==> config.mk <==
export PLATFORM = sky130hd
export DESIGN_NAME = id3v2_tag_frame_parser_top
export DESIGN_NICKNAME = d
export VERILOG_FILES = /design/src/rtl/id3p_pkg.sv /design/src/rtl/id3v2_tag_frame_parser_top.sv
export SDC_FILE = /design/constraint.sdc
export NUM_CORES = 2
export LEC_CHECK = 0
export BUFFER_PORTS_ARGS = -buffer_cell sky130_fd_sc_hd__buf_2
export CAP_MARGIN = 20
export CORE_MARGIN = 2
export CORE_UTILIZATION = 37
export CTS_CLUSTER_SIZE = 12
export DETAILED_ROUTE_END_ITERATION = 12
export HOLD_SLACK_MARGIN = 0.02
export PLACE_DENSITY_LB_ADDON = 0.25
export SLEW_MARGIN = 20
export SYNTH_ARGS = -nofsm -noshare
export SYNTH_HDL_FRONTEND = slang
export SYNTH_SLANG_ARGS = --single-unit
==> constraint.sdc <==
create_clock -name clock -period 12.64 [get_ports clock]
set_input_delay 1.896 -clock clock [delete_from_list [all_inputs] [get_ports clock]]
set_output_delay 1.896 -clock clock [all_outputs]
set_load 0.1 [all_outputs]
==> src/rtl/id3p_pkg.sv <==
// Types, constants and helper functions shared by the tag frame parser.
package id3p_pkg;

   // Event kinds carried on the result channel.
   localparam logic [2:0] EV_FRAME_START = 3'd0;
   localparam logic [2:0] EV_ENCODING    = 3'd1;
   localparam logic [2:0] EV_LANGUAGE    = 3'd2;
   localparam logic [2:0] EV_TEXT        = 3'd3;
   localparam logic [2:0] EV_FRAME_DONE  = 3'd4;
   localparam logic [2:0] EV_TAG_STATUS  = 3'd5;

   // Frame classes.
   localparam logic [2:0] CL_OTHER   = 3'd0;
   localparam logic [2:0] CL_TITLE   = 3'd1;
   localparam logic [2:0] CL_ARTIST  = 3'd2;
   localparam logic [2:0] CL_ALBUM   = 3'd3;
   localparam logic [2:0] CL_YEAR    = 3'd4;
   localparam logic [2:0] CL_COMMENT = 3'd5;
   localparam logic [2:0] CL_GENRE   = 3'd6;

   // Tag status codes.
   localparam logic [1:0] ST_OK        = 2'd0;
   localparam logic [1:0] ST_NO_TAG    = 2'd1;
   localparam logic [1:0] ST_BAD_SIZE  = 2'd2;
   localparam logic [1:0] ST_NO_FRAMES = 2'd3;

   // Frame identifiers, big-endian ASCII.
   localparam logic [31:0] ID_TIT2 = 32'h5449_5432;
   localparam logic [31:0] ID_TPE1 = 32'h5450_4531;
   localparam logic [31:0] ID_TALB = 32'h5441_4C42;
   localparam logic [31:0] ID_TYER = 32'h5459_4552;
   localparam logic [31:0] ID_COMM = 32'h434F_4D4D;
   localparam logic [31:0] ID_TCON = 32'h5443_4F4E;

   // Tag header magic bytes.
   localparam logic [7:0] MAGIC_0 = 8'h49;
   localparam logic [7:0] MAGIC_1 = 8'h44;
   localparam logic [7:0] MAGIC_2 = 8'h33;

   // Register map.
   localparam logic REG_MAX_FRAME = 1'b0;
   localparam logic REG_MAX_TAG   = 1'b1;

   localparam logic [30:0] MAX_FRAME_RESET = 31'd10485760;
   localparam logic [27:0] MAX_TAG_RESET   = 28'd104857600;

   localparam logic [30:0] MAX_SIZE_MASK = 31'h7FFF_FFFF;

   // One result word.
   typedef struct packed {
      logic [2:0]  kind;
      logic [31:0] frame_tag;
      logic [30:0] frame_bytes;
      logic [2:0]  frame_class;
      logic [7:0]  char_value;
      logic [1:0]  tag_status;
      logic        last;
   } rsp_type;

   function automatic logic is_upper(input logic [7:0] c);
      return (c >= 8'h41) && (c <= 8'h5A);
   endfunction

   function automatic logic is_digit(input logic [7:0] c);
      return (c >= 8'h30) && (c <= 8'h39);
   endfunction

   // First byte must be a capital letter; later bytes capitals or digits up to the first zero.
   function automatic logic id_ok(input logic [31:0] id);
      logic       ok;
      logic       stop;
      logic [7:0] c;
      ok   = is_upper(id[31:24]);
      stop = 1'b0;
      for (int i = 1; i < 4; i++) begin
         c = id[31-8*i -: 8];
         if (!stop) begin
            if (c == 8'h00) begin
               stop = 1'b1;
            end else if (!(is_upper(c) || is_digit(c))) begin
               ok = 1'b0;
            end
         end
      end
      return ok;
   endfunction

   // Bytes after the first zero byte read as zero.
   function automatic logic [31:0] id_value(input logic [31:0] id);
      logic [31:0] v;
      logic        zero;
      logic [7:0]  c;
      v    = '0;
      zero = 1'b0;
      for (int i = 0; i < 4; i++) begin
         c = zero ? 8'h00 : id[31-8*i -: 8];
         if (c == 8'h00) begin
            zero = 1'b1;
         end
         v[31-8*i -: 8] = c;
      end
      return v;
   endfunction

   function automatic logic [2:0] class_of(input logic [31:0] id);
      logic [2:0] cls;
      case (id)
         ID_TIT2: cls = CL_TITLE;
         ID_TPE1: cls = CL_ARTIST;
         ID_TALB: cls = CL_ALBUM;
         ID_TYER: cls = CL_YEAR;
         ID_COMM: cls = CL_COMMENT;
         ID_TCON: cls = CL_GENRE;
         default: cls = CL_OTHER;
      endcase
      return cls;
   endfunction

endpackage

==> src/rtl/id3v2_tag_frame_parser_top.sv <==
// Top level of the tag frame parser: input register, per-byte parse logic and result queue.
// The parser takes one file byte per clock unless the result queue stalls it. Each accepted
// byte is held in an input register, parsed against the tag and frame state, and its zero to
// three result words are written into a four-entry result queue that feeds the rsp channel.
// A new byte is taken whenever the queue holds at most one word, so the block sustains one
// byte per cycle as long as each byte yields at most one result and the consumer keeps
// rsp_tready high; a byte that yields two or three results (last payload byte, tag end, end
// of file) stalls the next byte until the queue is down to one word. Configuration should be
// taken through the csr port only while the parser is idle; the block does not enforce this.
module id3v2_tag_frame_parser_top (
   input  logic        clock,
   input  logic        reset,
   // Input stream.
   input  logic        req_tvalid,
   output logic        req_tready,
   input  logic [7:0]  req_tdata,   // [7:0] file_byte
   input  logic        req_tlast,   // end_of_file
   // Result stream.
   output logic        rsp_tvalid,
   input  logic        rsp_tready,
   output logic [79:0] rsp_tdata,   // [31:0] frame_tag, [62:32] frame_bytes,
                                    // [65:63] frame_class, [73:66] char_value,
                                    // [75:74] tag_status, [79:76] zero
   output logic [2:0]  rsp_tuser,   // [2:0] event_kind
   output logic        rsp_tlast,   // last
   // Configuration port.
   input  logic        csr_psel,
   input  logic        csr_penable,
   input  logic        csr_pwrite,
   input  logic [2:0]  csr_paddr,
   input  logic [31:0] csr_pwdata,
   output logic [31:0] csr_prdata,
   output logic        csr_pready
);
   import id3p_pkg::*;

   localparam int QUEUE_DEPTH = 4;

   typedef enum logic [2:0] {
      PH_HEAD,
      PH_HUNT,
      PH_FLAGS,
      PH_PAYLOAD,
      PH_DONE
   } phase_type;

   // Configuration registers.
   logic [30:0] max_frame_ff;
   logic [27:0] max_tag_ff;
   logic        csr_write;

   // Input register.
   logic       in_valid_ff;
   logic [7:0] in_byte_ff;
   logic       in_eof_ff;
   logic       go;

   // Parse state.
   phase_type   phase_ff, phase_in;
   logic [31:0] offset_ff, offset_in;
   logic [27:0] tag_size_ff, tag_size_in;
   logic [7:0]  window_ff [8];
   logic [7:0]  window_in [8];
   logic [2:0]  fill_ff, fill_in;
   logic [31:0] cur_tag_ff, cur_tag_in;
   logic [2:0]  cur_class_ff, cur_class_in;
   logic [30:0] frame_size_ff, frame_size_in;
   logic [30:0] payload_left_ff, payload_left_in;
   logic [2:0]  payload_index_ff, payload_index_in;
   logic        recorded_ff, recorded_in;

   // Result candidates of the current byte.
   rsp_type     main_ev, done_ev, stat_ev;
   logic        main_vld, done_vld, stat_vld;
   rsp_type     slots [3];
   logic [1:0]  slot_cnt;

   // Helper values.
   logic [31:0] win_id;
   logic [31:0] win_size;
   logic [28:0] tag_end;
   logic        comm_long;

   // Result queue.
   rsp_type     queue_ff [QUEUE_DEPTH];
   logic [1:0]  wr_ptr_ff, rd_ptr_ff;
   logic [2:0]  count_ff;
   logic        pop;
   logic [1:0]  push_n;

   // ---------------- configuration port ----------------
   assign csr_pready = 1'b1;
   assign csr_write  = csr_psel && csr_penable && csr_pwrite && csr_pready;

   always_ff @(posedge clock) begin
      if (reset) begin
         max_frame_ff <= MAX_FRAME_RESET;
         max_tag_ff   <= MAX_TAG_RESET;
      end else if (csr_write) begin
         if (csr_paddr[2] == REG_MAX_FRAME) begin
            max_frame_ff <= csr_pwdata[30:0];
         end else begin
            max_tag_ff <= csr_pwdata[27:0];
         end
      end
   end

   always_comb begin
      if (csr_paddr[2] == REG_MAX_FRAME) begin
         csr_prdata = {1'b0, max_frame_ff};
      end else begin
         csr_prdata = {4'b0, max_tag_ff};
      end
   end

   // ---------------- input register ----------------
   assign go         = in_valid_ff && (count_ff <= 3'd1);
   assign req_tready = !in_valid_ff || go;

   always_ff @(posedge clock) begin
      if (reset) begin
         in_valid_ff <= 1'b0;
      end else if (req_tvalid && req_tready) begin
         in_valid_ff <= 1'b1;
      end else if (go) begin
         in_valid_ff <= 1'b0;
      end
   end

   always_ff @(posedge clock) begin
      if (req_tvalid && req_tready) begin
         in_byte_ff <= req_tdata;
         in_eof_ff  <= req_tlast;
      end
   end

   // ---------------- per-byte parse ----------------
   // The window is a shift line with the newest byte at the highest index.
   always_comb begin
      for (int i = 0; i < 7; i++) begin
         window_in[i] = window_ff[i+1];
      end
      window_in[7] = in_byte_ff;
   end

   assign win_id    = {window_in[0], window_in[1], window_in[2], window_in[3]};
   assign win_size  = {window_in[4], window_in[5], window_in[6], window_in[7]};
   assign tag_end   = 29'd10 + {1'b0, tag_size_ff};
   assign comm_long = (cur_class_ff == CL_COMMENT) && (frame_size_ff >= 31'd4);

   always_comb begin
      phase_in         = phase_ff;
      offset_in        = (offset_ff == 32'hFFFF_FFFF) ? offset_ff : offset_ff + 32'd1;
      tag_size_in      = tag_size_ff;
      fill_in          = fill_ff;
      cur_tag_in       = cur_tag_ff;
      cur_class_in     = cur_class_ff;
      frame_size_in    = frame_size_ff;
      payload_left_in  = payload_left_ff;
      payload_index_in = payload_index_ff;
      recorded_in      = recorded_ff;

      main_vld = 1'b0;
      done_vld = 1'b0;
      stat_vld = 1'b0;
      main_ev  = '0;
      done_ev  = '0;
      stat_ev  = '0;
      stat_ev.kind = EV_TAG_STATUS;

      done_ev.kind        = EV_FRAME_DONE;
      done_ev.frame_tag   = cur_tag_ff;
      done_ev.frame_bytes = frame_size_ff;
      done_ev.frame_class = cur_class_ff;

      case (phase_ff)
         PH_HEAD: begin
            if (offset_ff < 32'd3) begin
               if ((offset_ff[1:0] == 2'd0 && in_byte_ff != MAGIC_0) ||
                   (offset_ff[1:0] == 2'd1 && in_byte_ff != MAGIC_1) ||
                   (offset_ff[1:0] == 2'd2 && in_byte_ff != MAGIC_2)) begin
                  stat_vld           = 1'b1;
                  stat_ev.tag_status = ST_NO_TAG;
                  phase_in           = PH_DONE;
               end
            end else if (offset_ff >= 32'd6) begin
               tag_size_in = {tag_size_ff[20:0], in_byte_ff[6:0]};
            end
            if (offset_ff == 32'd9) begin
               if (tag_size_in == 28'd0 || tag_size_in > max_tag_ff) begin
                  stat_vld           = 1'b1;
                  stat_ev.tag_status = ST_BAD_SIZE;
                  phase_in           = PH_DONE;
               end else begin
                  phase_in = PH_HUNT;
                  fill_in  = 3'd0;
               end
            end
         end
         PH_HUNT: begin
            if (fill_ff == 3'd7) begin
               if (id_ok(win_id) && win_size != 32'd0 && !win_size[31] &&
                   win_size[30:0] <= max_frame_ff) begin
                  cur_tag_in          = id_value(win_id);
                  cur_class_in        = class_of(cur_tag_in);
                  frame_size_in       = win_size[30:0];
                  payload_left_in     = win_size[30:0];
                  payload_index_in    = 3'd0;
                  main_vld            = 1'b1;
                  main_ev.kind        = EV_FRAME_START;
                  main_ev.frame_tag   = cur_tag_in;
                  main_ev.frame_bytes = win_size[30:0];
                  main_ev.frame_class = cur_class_in;
                  phase_in            = PH_FLAGS;
                  fill_in             = 3'd0;
               end else if (offset_ff - 32'd6 >= {3'd0, tag_end}) begin
                  // The next window would start at or past the tag end.
                  stat_vld           = 1'b1;
                  stat_ev.tag_status = recorded_ff ? ST_OK : ST_NO_FRAMES;
                  phase_in           = PH_DONE;
               end
            end else begin
               fill_in = fill_ff + 3'd1;
            end
         end
         PH_FLAGS: begin
            if (fill_ff == 3'd1) begin
               fill_in  = 3'd0;
               phase_in = PH_PAYLOAD;
            end else begin
               fill_in = fill_ff + 3'd1;
            end
         end
         PH_PAYLOAD: begin
            main_ev.frame_tag   = cur_tag_ff;
            main_ev.frame_bytes = frame_size_ff;
            main_ev.frame_class = cur_class_ff;
            main_ev.char_value  = in_byte_ff;
            if (comm_long) begin
               main_vld = 1'b1;
               if (payload_index_ff == 3'd0) begin
                  main_ev.kind = EV_ENCODING;
               end else if (payload_index_ff < 3'd4) begin
                  main_ev.kind = EV_LANGUAGE;
               end else begin
                  main_ev.kind = EV_TEXT;
               end
            end else if (cur_class_ff != CL_OTHER) begin
               if (payload_index_ff == 3'd0) begin
                  main_vld     = 1'b1;
                  main_ev.kind = EV_ENCODING;
               end else if (in_byte_ff != 8'h00) begin
                  main_vld     = 1'b1;
                  main_ev.kind = EV_TEXT;
               end
            end
            // The index only needs to tell apart the first four payload bytes.
            payload_index_in = (payload_index_ff == 3'd4) ? payload_index_ff
                                                          : payload_index_ff + 3'd1;
            payload_left_in  = payload_left_ff - 31'd1;
            if (payload_left_ff == 31'd1) begin
               done_vld    = 1'b1;
               recorded_in = 1'b1;
               phase_in    = PH_HUNT;
               fill_in     = 3'd0;
               if ({1'b0, offset_ff} + 33'd1 >= {4'd0, tag_end}) begin
                  stat_vld           = 1'b1;
                  stat_ev.tag_status = ST_OK;
                  phase_in           = PH_DONE;
               end
            end
         end
         default: begin
         end
      endcase

      if (in_eof_ff) begin
         if (phase_in == PH_HEAD) begin
            stat_vld           = 1'b1;
            stat_ev.tag_status = ST_NO_TAG;
         end else if (phase_in != PH_DONE) begin
            stat_vld           = 1'b1;
            stat_ev.tag_status = recorded_in ? ST_OK : ST_NO_FRAMES;
         end
         phase_in         = PH_HEAD;
         offset_in        = '0;
         tag_size_in      = '0;
         fill_in          = '0;
         cur_tag_in       = '0;
         cur_class_in     = '0;
         frame_size_in    = '0;
         payload_left_in  = '0;
         payload_index_in = '0;
         recorded_in      = 1'b0;
      end
   end

   always_ff @(posedge clock) begin
      if (reset) begin
         phase_ff         <= PH_HEAD;
         offset_ff        <= '0;
         tag_size_ff      <= '0;
         fill_ff          <= '0;
         cur_tag_ff       <= '0;
         cur_class_ff     <= '0;
         frame_size_ff    <= '0;
         payload_left_ff  <= '0;
         payload_index_ff <= '0;
         recorded_ff      <= 1'b0;
      end else if (go) begin
         phase_ff         <= phase_in;
         offset_ff        <= offset_in;
         tag_size_ff      <= tag_size_in;
         fill_ff          <= fill_in;
         cur_tag_ff       <= cur_tag_in;
         cur_class_ff     <= cur_class_in;
         frame_size_ff    <= frame_size_in;
         payload_left_ff  <= payload_left_in;
         payload_index_ff <= payload_index_in;
         recorded_ff      <= recorded_in;
      end
   end

   always_ff @(posedge clock) begin
      if (go) begin
         for (int i = 0; i < 8; i++) begin
            window_ff[i] <= window_in[i];
         end
      end
   end

   // Pack the valid candidates in order: payload or start word, frame done, status.
   always_comb begin
      for (int i = 0; i < 3; i++) begin
         slots[i] = '0;
      end
      slot_cnt = 2'd0;
      if (main_vld) begin
         slots[slot_cnt] = main_ev;
         slot_cnt        = slot_cnt + 2'd1;
      end
      if (done_vld) begin
         slots[slot_cnt] = done_ev;
         slot_cnt        = slot_cnt + 2'd1;
      end
      if (stat_vld) begin
         slots[slot_cnt] = stat_ev;
         slot_cnt        = slot_cnt + 2'd1;
      end
      if (slot_cnt != 2'd0) begin
         slots[slot_cnt - 2'd1].last = 1'b1;
      end
   end

   // ---------------- result queue ----------------
   assign pop    = rsp_tvalid && rsp_tready;
   assign push_n = go ? slot_cnt : 2'd0;

   always_ff @(posedge clock) begin
      if (reset) begin
         wr_ptr_ff <= '0;
         rd_ptr_ff <= '0;
         count_ff  <= '0;
      end else begin
         wr_ptr_ff <= wr_ptr_ff + push_n;
         rd_ptr_ff <= rd_ptr_ff + {1'b0, pop};
         count_ff  <= count_ff + {1'b0, push_n} - {2'b0, pop};
      end
   end

   always_ff @(posedge clock) begin
      for (int i = 0; i < 3; i++) begin
         if (2'(i) < push_n) begin
            queue_ff[wr_ptr_ff + 2'(i)] <= slots[i];
         end
      end
   end

   assign rsp_tvalid = (count_ff != 3'd0);
   assign rsp_tuser  = queue_ff[rd_ptr_ff].kind;
   assign rsp_tlast  = queue_ff[rd_ptr_ff].last;
   assign rsp_tdata  = {4'b0,
                        queue_ff[rd_ptr_ff].tag_status,
                        queue_ff[rd_ptr_ff].char_value,
                        queue_ff[rd_ptr_ff].frame_class,
                        queue_ff[rd_ptr_ff].frame_bytes,
                        queue_ff[rd_ptr_ff].frame_tag};

`ifndef SYNTHESIS
   // The queue never holds more words than it has entries.
   assert property (@(posedge clock) disable iff (reset)
      count_ff <= 3'(QUEUE_DEPTH))
      else $error("result queue overflow");

   // A status word ends the tag: the parser is then done or back at a new file.
   assert property (@(posedge clock) disable iff (reset)
      (go && stat_vld) |=> (phase_ff == PH_DONE || phase_ff == PH_HEAD))
      else $error("parser kept running after a status word");

   // While a payload is being read, at least one payload byte remains.
   assert property (@(posedge clock) disable iff (reset)
      (phase_ff == PH_PAYLOAD) |-> (payload_left_ff != 31'd0))
      else $error("payload phase with nothing left to read");
`endif

endmodule

Word level (Yosys, flattened, before mapping)
Memory sizes are Yosys's and may differ from the RTL's. A register that Yosys moved wholly into a read port is not among the register bits.
Index checks and enable logic that the tools add are counted.
W data, S select, Z words.
{"block": "op_classes", "addsub": 16, "n_mul": 0, "n_div": 0, "n_lt_le_gt_ge": 32, "eq_ne": 30, "n_shift": 0, "n_mux": 155, "bitwise_logic": 4, "reduce_logical": 62}
{"op": "$bwmux W240", "n": 3}
{"op": "$mux W240", "n": 3}
{"op": "$demux W80 S2", "n": 3}
{"op": "$mux W80", "n": 3}
{"op": "$eq A32 B31 Y1 const B", "n": 6}
{"op": "$mux W32", "n": 6}
{"op": "$mux W31", "n": 6}
{"op": "$mux W28", "n": 5}
{"op": "$pmux W69 S2", "n": 1}
{"op": "$mux W66", "n": 2}
{"op": "$mux W3", "n": 26}
{"op": "$mux W1", "n": 67}
{"op": "$pmux W31 S2", "n": 1}
{"op": "$logic_not A8 Y1", "n": 6}
{"op": "$mux W2", "n": 18}
{"op": "$add A32 B1 Y33 const B", "n": 1}
{"op": "$ge A33 B29 Y1", "n": 1}
{"op": "$add A32 B1 Y32 const B", "n": 1}
{"op": "$eq A32 B32 Y1 const B", "n": 1}
{"op": "$eq A32 B4 Y1 const B", "n": 1}
{"op": "$ge A32 B29 Y1", "n": 1}
{"op": "$ge A32 B3 Y1 const B", "n": 1}
{"op": "$ge A8 B7 Y1 const B", "n": 4}
{"op": "$le A8 B7 Y1 const B", "n": 4}
{"op": "58 further kinds", "n": 128}
{"block": "word_totals", "reg_bits": 243, "latchBits": 0, "ramBits": 384, "mem_bits_ro": 0, "inputBits": 51, "output_inout_bits": 119, "wordCells": 319, "n_memories": 2}
{"memory": "queue_ff", "depth": 4, "width": 80, "read_ports": 1, "rd_ports_with_merged_regs": 1, "wr": 3, "line": "id3v2_tag_frame_parser_top.sv:85", "rtl": "rsp_type queue_ff [QUEUE_DEPTH];"}
{"memory": "window_ff", "depth": 8, "width": 8, "read_ports": 7, "rd_ports_with_merged_regs": 0, "wr": 8, "line": "id3v2_tag_frame_parser_top.sv:62", "rtl": "logic [7:0] window_ff [8];"}

Logic depth before layout (Yosys ltp)
An unclocked memory read counts as a cell.
{"block": "depth", "depth_word": 45, "depth_mapped": 29}

Worst setup path before layout
OpenSTA, ideal clock, no wires.
{"block": "synth_path", "path_type": "reg2reg", "start": "register offset_ff[8]", "end": "memory queue_ff[0][0] (netlist name) (enable)", "setup_ns": 0.629, "t_arrival_ns": 10.406, "required_ns": 12.011, "path_slack_ns": 1.605, "stages_incl_launch_ff": 21, "n_path_buf": 5, "period_less_slack_ns": 11.035, "path_cell_list": "dfxtp_1 buf_6 or4_1 buf_2 nor4_4 and4_1 clkbuf_1 clkbuf_1 mux2_2 ha_1 nand4_1 or3_1 or3b_2 a31oi_1 a211oi_2 o21ai_2 a21o_1 buf_6 o21ai_1 o22ai_1 o21ai_0"}
{"element": "start, declared", "line": "id3v2_tag_frame_parser_top.sv:60", "rtl": "logic [31:0] offset_ff, offset_in;"}
{"element": "start signal, assigned", "line": "id3v2_tag_frame_parser_top.sv:312", "rtl": "offset_ff <= offset_in;"}
{"element": "end, declared", "line": "id3v2_tag_frame_parser_top.sv:85"}

==> reports/summary.txt <==
=======================================================================================
Die width ................................................................       312 um
Antenna cell count .......................................................            0
Std cell rows ............................................................          113
CTS tree .................................................................          yes
Grt total ovfl ...........................................................            0
Mapped Avg Cell Area .....................................................     9.43 um2
P&R area growth vs syn ...................................................        11.7%
Sum Neg Setup Slack ......................................................         0 ns
Final setup vio count ....................................................            0
Slack of the worst reg-to-reg path .......................................      4.08 ns
Distinct cells, synth ....................................................           93
Slowest-stage cell, CP ................................................... sky130_fd_sc_hd__buf_4
Number of violations reported at the end of detailed-routing iteration 0 .         3162
Power density of the placed cells ........................................   163 mW/mm2
Critical Path Fanout Max .................................................           65
FILL cells ...............................................................         9222
Pins over their slew limit ...............................................            0
Total via count after detailed routing ...................................        29720
Vias in the first global route ...........................................        28242
Setup fix buffers added after clock tree synthesis .......................            0
Worst hold path endpoint ................................................. max_frame_ff[2]
Sequential element share of the synthesized area .........................        46.2%
Post-synthesis mux area share ............................................        6.42%
Result of the run ........................................................ complete, no violations
Layout cells sized above 1 ...............................................        13.0%
Slowest cell delay on critical path ......................................      0.93 ns
Minimum clock period after layout ........................................      8.56 ns
Worst-path clk slew ......................................................      0.06 ns
Ordered cell list for the critical path .................................. ha_1 > nand3_1 > nor2_1 > nand2_1 > nor3_1 > nand3_1 > nor2_1 > xor2_1 > ha_1 > a21oi_1 > o21ai_0 > a21oi_1 > nor4b_1 > a221o_1 > o211ai_1 > a21oi_2 > nand4_1 > a21oi_4 > buf_4 > nor2_1 > o21ai_4 > buf_4
# port buffers ...........................................................          160
Peak supply drop .........................................................   0.000114 V
Worst Max-Slew Pin Slew ..................................................      1.19 ns
Number of enable flip-flop cells after synthesis .........................          385
Number of H-tree levels ..................................................            3
Estimated wirelength of the detail-placed design .........................     69400 um
Number of stages on the worst hold path ..................................            2
Adder and majority gate portion of the synthesized area ..................        5.04%
Fin. Hold Viols ..........................................................            0
Largest family of logic cells by synthesized area ........................ simple AND/OR/NAND/NOR gates
Largest cells by area after synthesis .................................... sky130_fd_sc_hd__edfxtp_1, sky130_fd_sc_hd__dfxtp_1, sky130_fd_sc_hd__nand3_1, sky130_fd_sc_hd__a21oi_1, sky130_fd_sc_hd__mux4_2
First-pass iteration count of the detailed router ........................            6
Max Cap Violations .......................................................            0
Antenna viol nets, final .................................................            0
Vias per cell ............................................................         5.91
Area of the mapped netlist ...............................................   0.0352 mm2
Worst reg2reg startpoint ................................................. offset_ff[0]
Reg2reg path depth .......................................................           22
Share of synthesized cell area in and, or, nand and nor gates ............        20.3%
Die Y ....................................................................       312 um
Dominant cell by count in the synthesized netlist ........................ sky130_fd_sc_hd__nand3_1
Final Skew ...............................................................    0.0324 ns
Fraction of synthesized cell area taken by the top area cell type ........        32.9%
Relative max-transition margin ...........................................        19.6%
Number of antenna violations at the first check in global routing ........            2
Clock tree sinks .........................................................          619
WP data required .........................................................     12.89 ns
Pin count of the biggest net entering global routing .....................          113
Cell at the root of the clock tree ....................................... sky130_fd_sc_hd__clkbuf_16
I/O Pins .................................................................          170
Cell repeated most along the worst path .................................. sky130_fd_sc_hd__nor2_1
Unrepaired setup endpoints after global routing ..........................        false
Number of synthesized register bits ......................................          619
Gate count of the mapped netlist .........................................         3728
Clk_lat worst skew .......................................................      0.64 ns
Startpoint-to-endpoint class of the critical path ........................ flop to flop
Kind of capture point of the worst setup path ............................         flop
WL/cell ..................................................................      23.0 um
Maximum clock rate .......................................................      117 MHz
Most common flop cell mapped by yosys .................................... sky130_fd_sc_hd__edfxtp_1
Endpoint of the worst register-to-register path .......................... queue_ff[1][32]
Leakage ..................................................................      13.3 nW
DP Cell Count ............................................................         4896
Startpoint kind of the worst setup timing path ...........................         flop
Period utilization .......................................................        67.7%
Maximum clock insertion buffer count .....................................            3
Start point of the worst min-delay path .................................. max_frame_ff[2]
Global-route usage over all layers .......................................        23.2%
Compound-Gate Fraction of Synth Area .....................................        14.9%
Tot Pwr ..................................................................    0.00639 W
Inserted Clock Buffers ...................................................           73
Area of the die ..........................................................   0.0975 mm2
Class of the most critical hold timing path .............................. flop to flop
Async S/R FF share, synth ................................................           0%
Final RePlAce weighted congestion ........................................        0.832
Xor and xnor area share after synthesis ..................................        2.39%
Routed wire length .......................................................    116000 um
CTS Hold Buffers Added ...................................................            0
Number of synthesis warnings .............................................            0
Commonest cells in the netlist ........................................... sky130_fd_sc_hd__nand3_1, sky130_fd_sc_hd__a21oi_1, sky130_fd_sc_hd__edfxtp_1, sky130_fd_sc_hd__nor2_1, sky130_fd_sc_hd__nand2_1
Total core area ..........................................................   0.0946 mm2
Detailed-route DRC error count ...........................................            0
Post-CTS Resized .........................................................            0
Crit path DAT ............................................................      8.80 ns
Global-route wire length before repair ...................................    176000 um
Top cell type by total area after synthesis .............................. sky130_fd_sc_hd__edfxtp_1
# nets final .............................................................         3899
Non-filler cells, final ..................................................         5031
Initial cell density of the core .........................................        37.2%
=======================================================================================
## worst max path at each step
stage / from / to / slack, ns / cells past startpoint
after global routing: offset_ff[0] / queue_ff[1][32] / 3.57 / 22
after global placement: offset_ff[0] / queue_ff[1][31] / 4.30 / 22
after CTS: offset_ff[0] / queue_ff[1][14] / 4.13 / 22
final: offset_ff[0] / queue_ff[1][32] / 4.08 / 22
after floorplan: offset_ff[8] / queue_ff[0][0] / 1.60 / 20
after detailed placement: offset_ff[0] / queue_ff[1][41] / 4.17 / 22
## flip-flops by register name, summed over array words and instances (netlist names), 8 cells and up
name	flops
queue_ff	320
window_ff	56
in_byte_ff	8
max_tag_ff	28
payload_left_ff	31
cur_tag_ff	32
max_frame_ff	31
offset_ff	32
tag_size_ff	28
frame_size_ff	31
## placed cells by master (no fill, tap or decap), types with 66 or more instances in the layout
master and instances:
sky130_fd_sc_hd__dfxtp_1 232, sky130_fd_sc_hd__a21oi_1 430, sky130_fd_sc_hd__edfxtp_1 385, sky130_fd_sc_hd__nand3_1 492, sky130_fd_sc_hd__buf_2 159, sky130_fd_sc_hd__inv_1 93, sky130_fd_sc_hd__mux4_2 80, sky130_fd_sc_hd__nor3_1 66
sky130_fd_sc_hd__a22oi_1 118, sky130_fd_sc_hd__clkbuf_16 76, sky130_fd_sc_hd__nor2_1 341, sky130_fd_sc_hd__o21ai_0 101, sky130_fd_sc_hd__nand2_1 329, sky130_fd_sc_hd__ha_1 140
## cell type report
| type | instances | area (um2) | share of cell area [%] |
|---|---|---|---|
| clock inverter | 30 | 325 | 0.828 |
| tap | 1265 | 1580 | 4.03 |
| inverter | 94 | 353 | 0.898 |
| clock buffer | 104 | 2070 | 5.26 |
| timing repair buffer | 209 | 1190 | 3.04 |
| sequential | 619 | 16300 | 41.4 |
| multi-input combinational | 2710 | 17500 | 44.6 |
## routing by layer
| layer | track usage [%] | vias to the layer above | wire (um) |
|---|---|---|---|
| met4 | 6.64 | 2 | 2850 |
| met1 | 32.2 | 14362 | 48300 |
| met2 | 37.1 | 1425 | 53900 |
| li1 | - | 13732 | - |
| met3 | 4.04 | 199 | 10600 |
| met5 | 0 | - | 12 |
## kinds of logic (layout without fill, tap and decap cells)
logic type               count (synthesis)  after routing
adder cells (fa/ha/maj)                141            141
other                                    2              6
multiplexers                           121            121
AND/OR/NAND/NOR                       1490           1490
AO/OA/AOI/OAI                          856            856
buffers and inverters                  403            437
XOR/XNOR                                96             96
flip-flops                             619            619
## per-stage QoR
stage	util [%]	worst slack [ns]	hold slack (ns)	area, um2
2_1_floorplan	-	1.60	0.424	35200
4_1_cts	41.5	4.13	0.455	39200
3_3_place_gp	39.0	4.30	0.442	36900
5_1_grt	41.5	3.57	0.474	39300
6_report	41.5	4.08	0.454	39300
3_5_place_dp	39.0	4.17	0.446	36900
## worst max-delay path: cells and delay by family, from the launching register on
family / cells / cell delay (ns)
flip-flops: 1 / 0.51
AND/OR/NAND/NOR: 9 / 2.91
AO/OA/AOI/OAI: 8 / 2.04
XOR/XNOR: 1 / 0.21
adder cells (fa/ha/maj): 2 / 0.63
buffers and inverters: 2 / 1.77
## where the power goes
group	leakage [nW]	internal (W)	switching, W
clock	1.17	0.00125	0.000879
combinational	6.72	0.000411	0.00145
sequential	5.43	0.00227	0.000133
(Power assumes the default switching activity.)
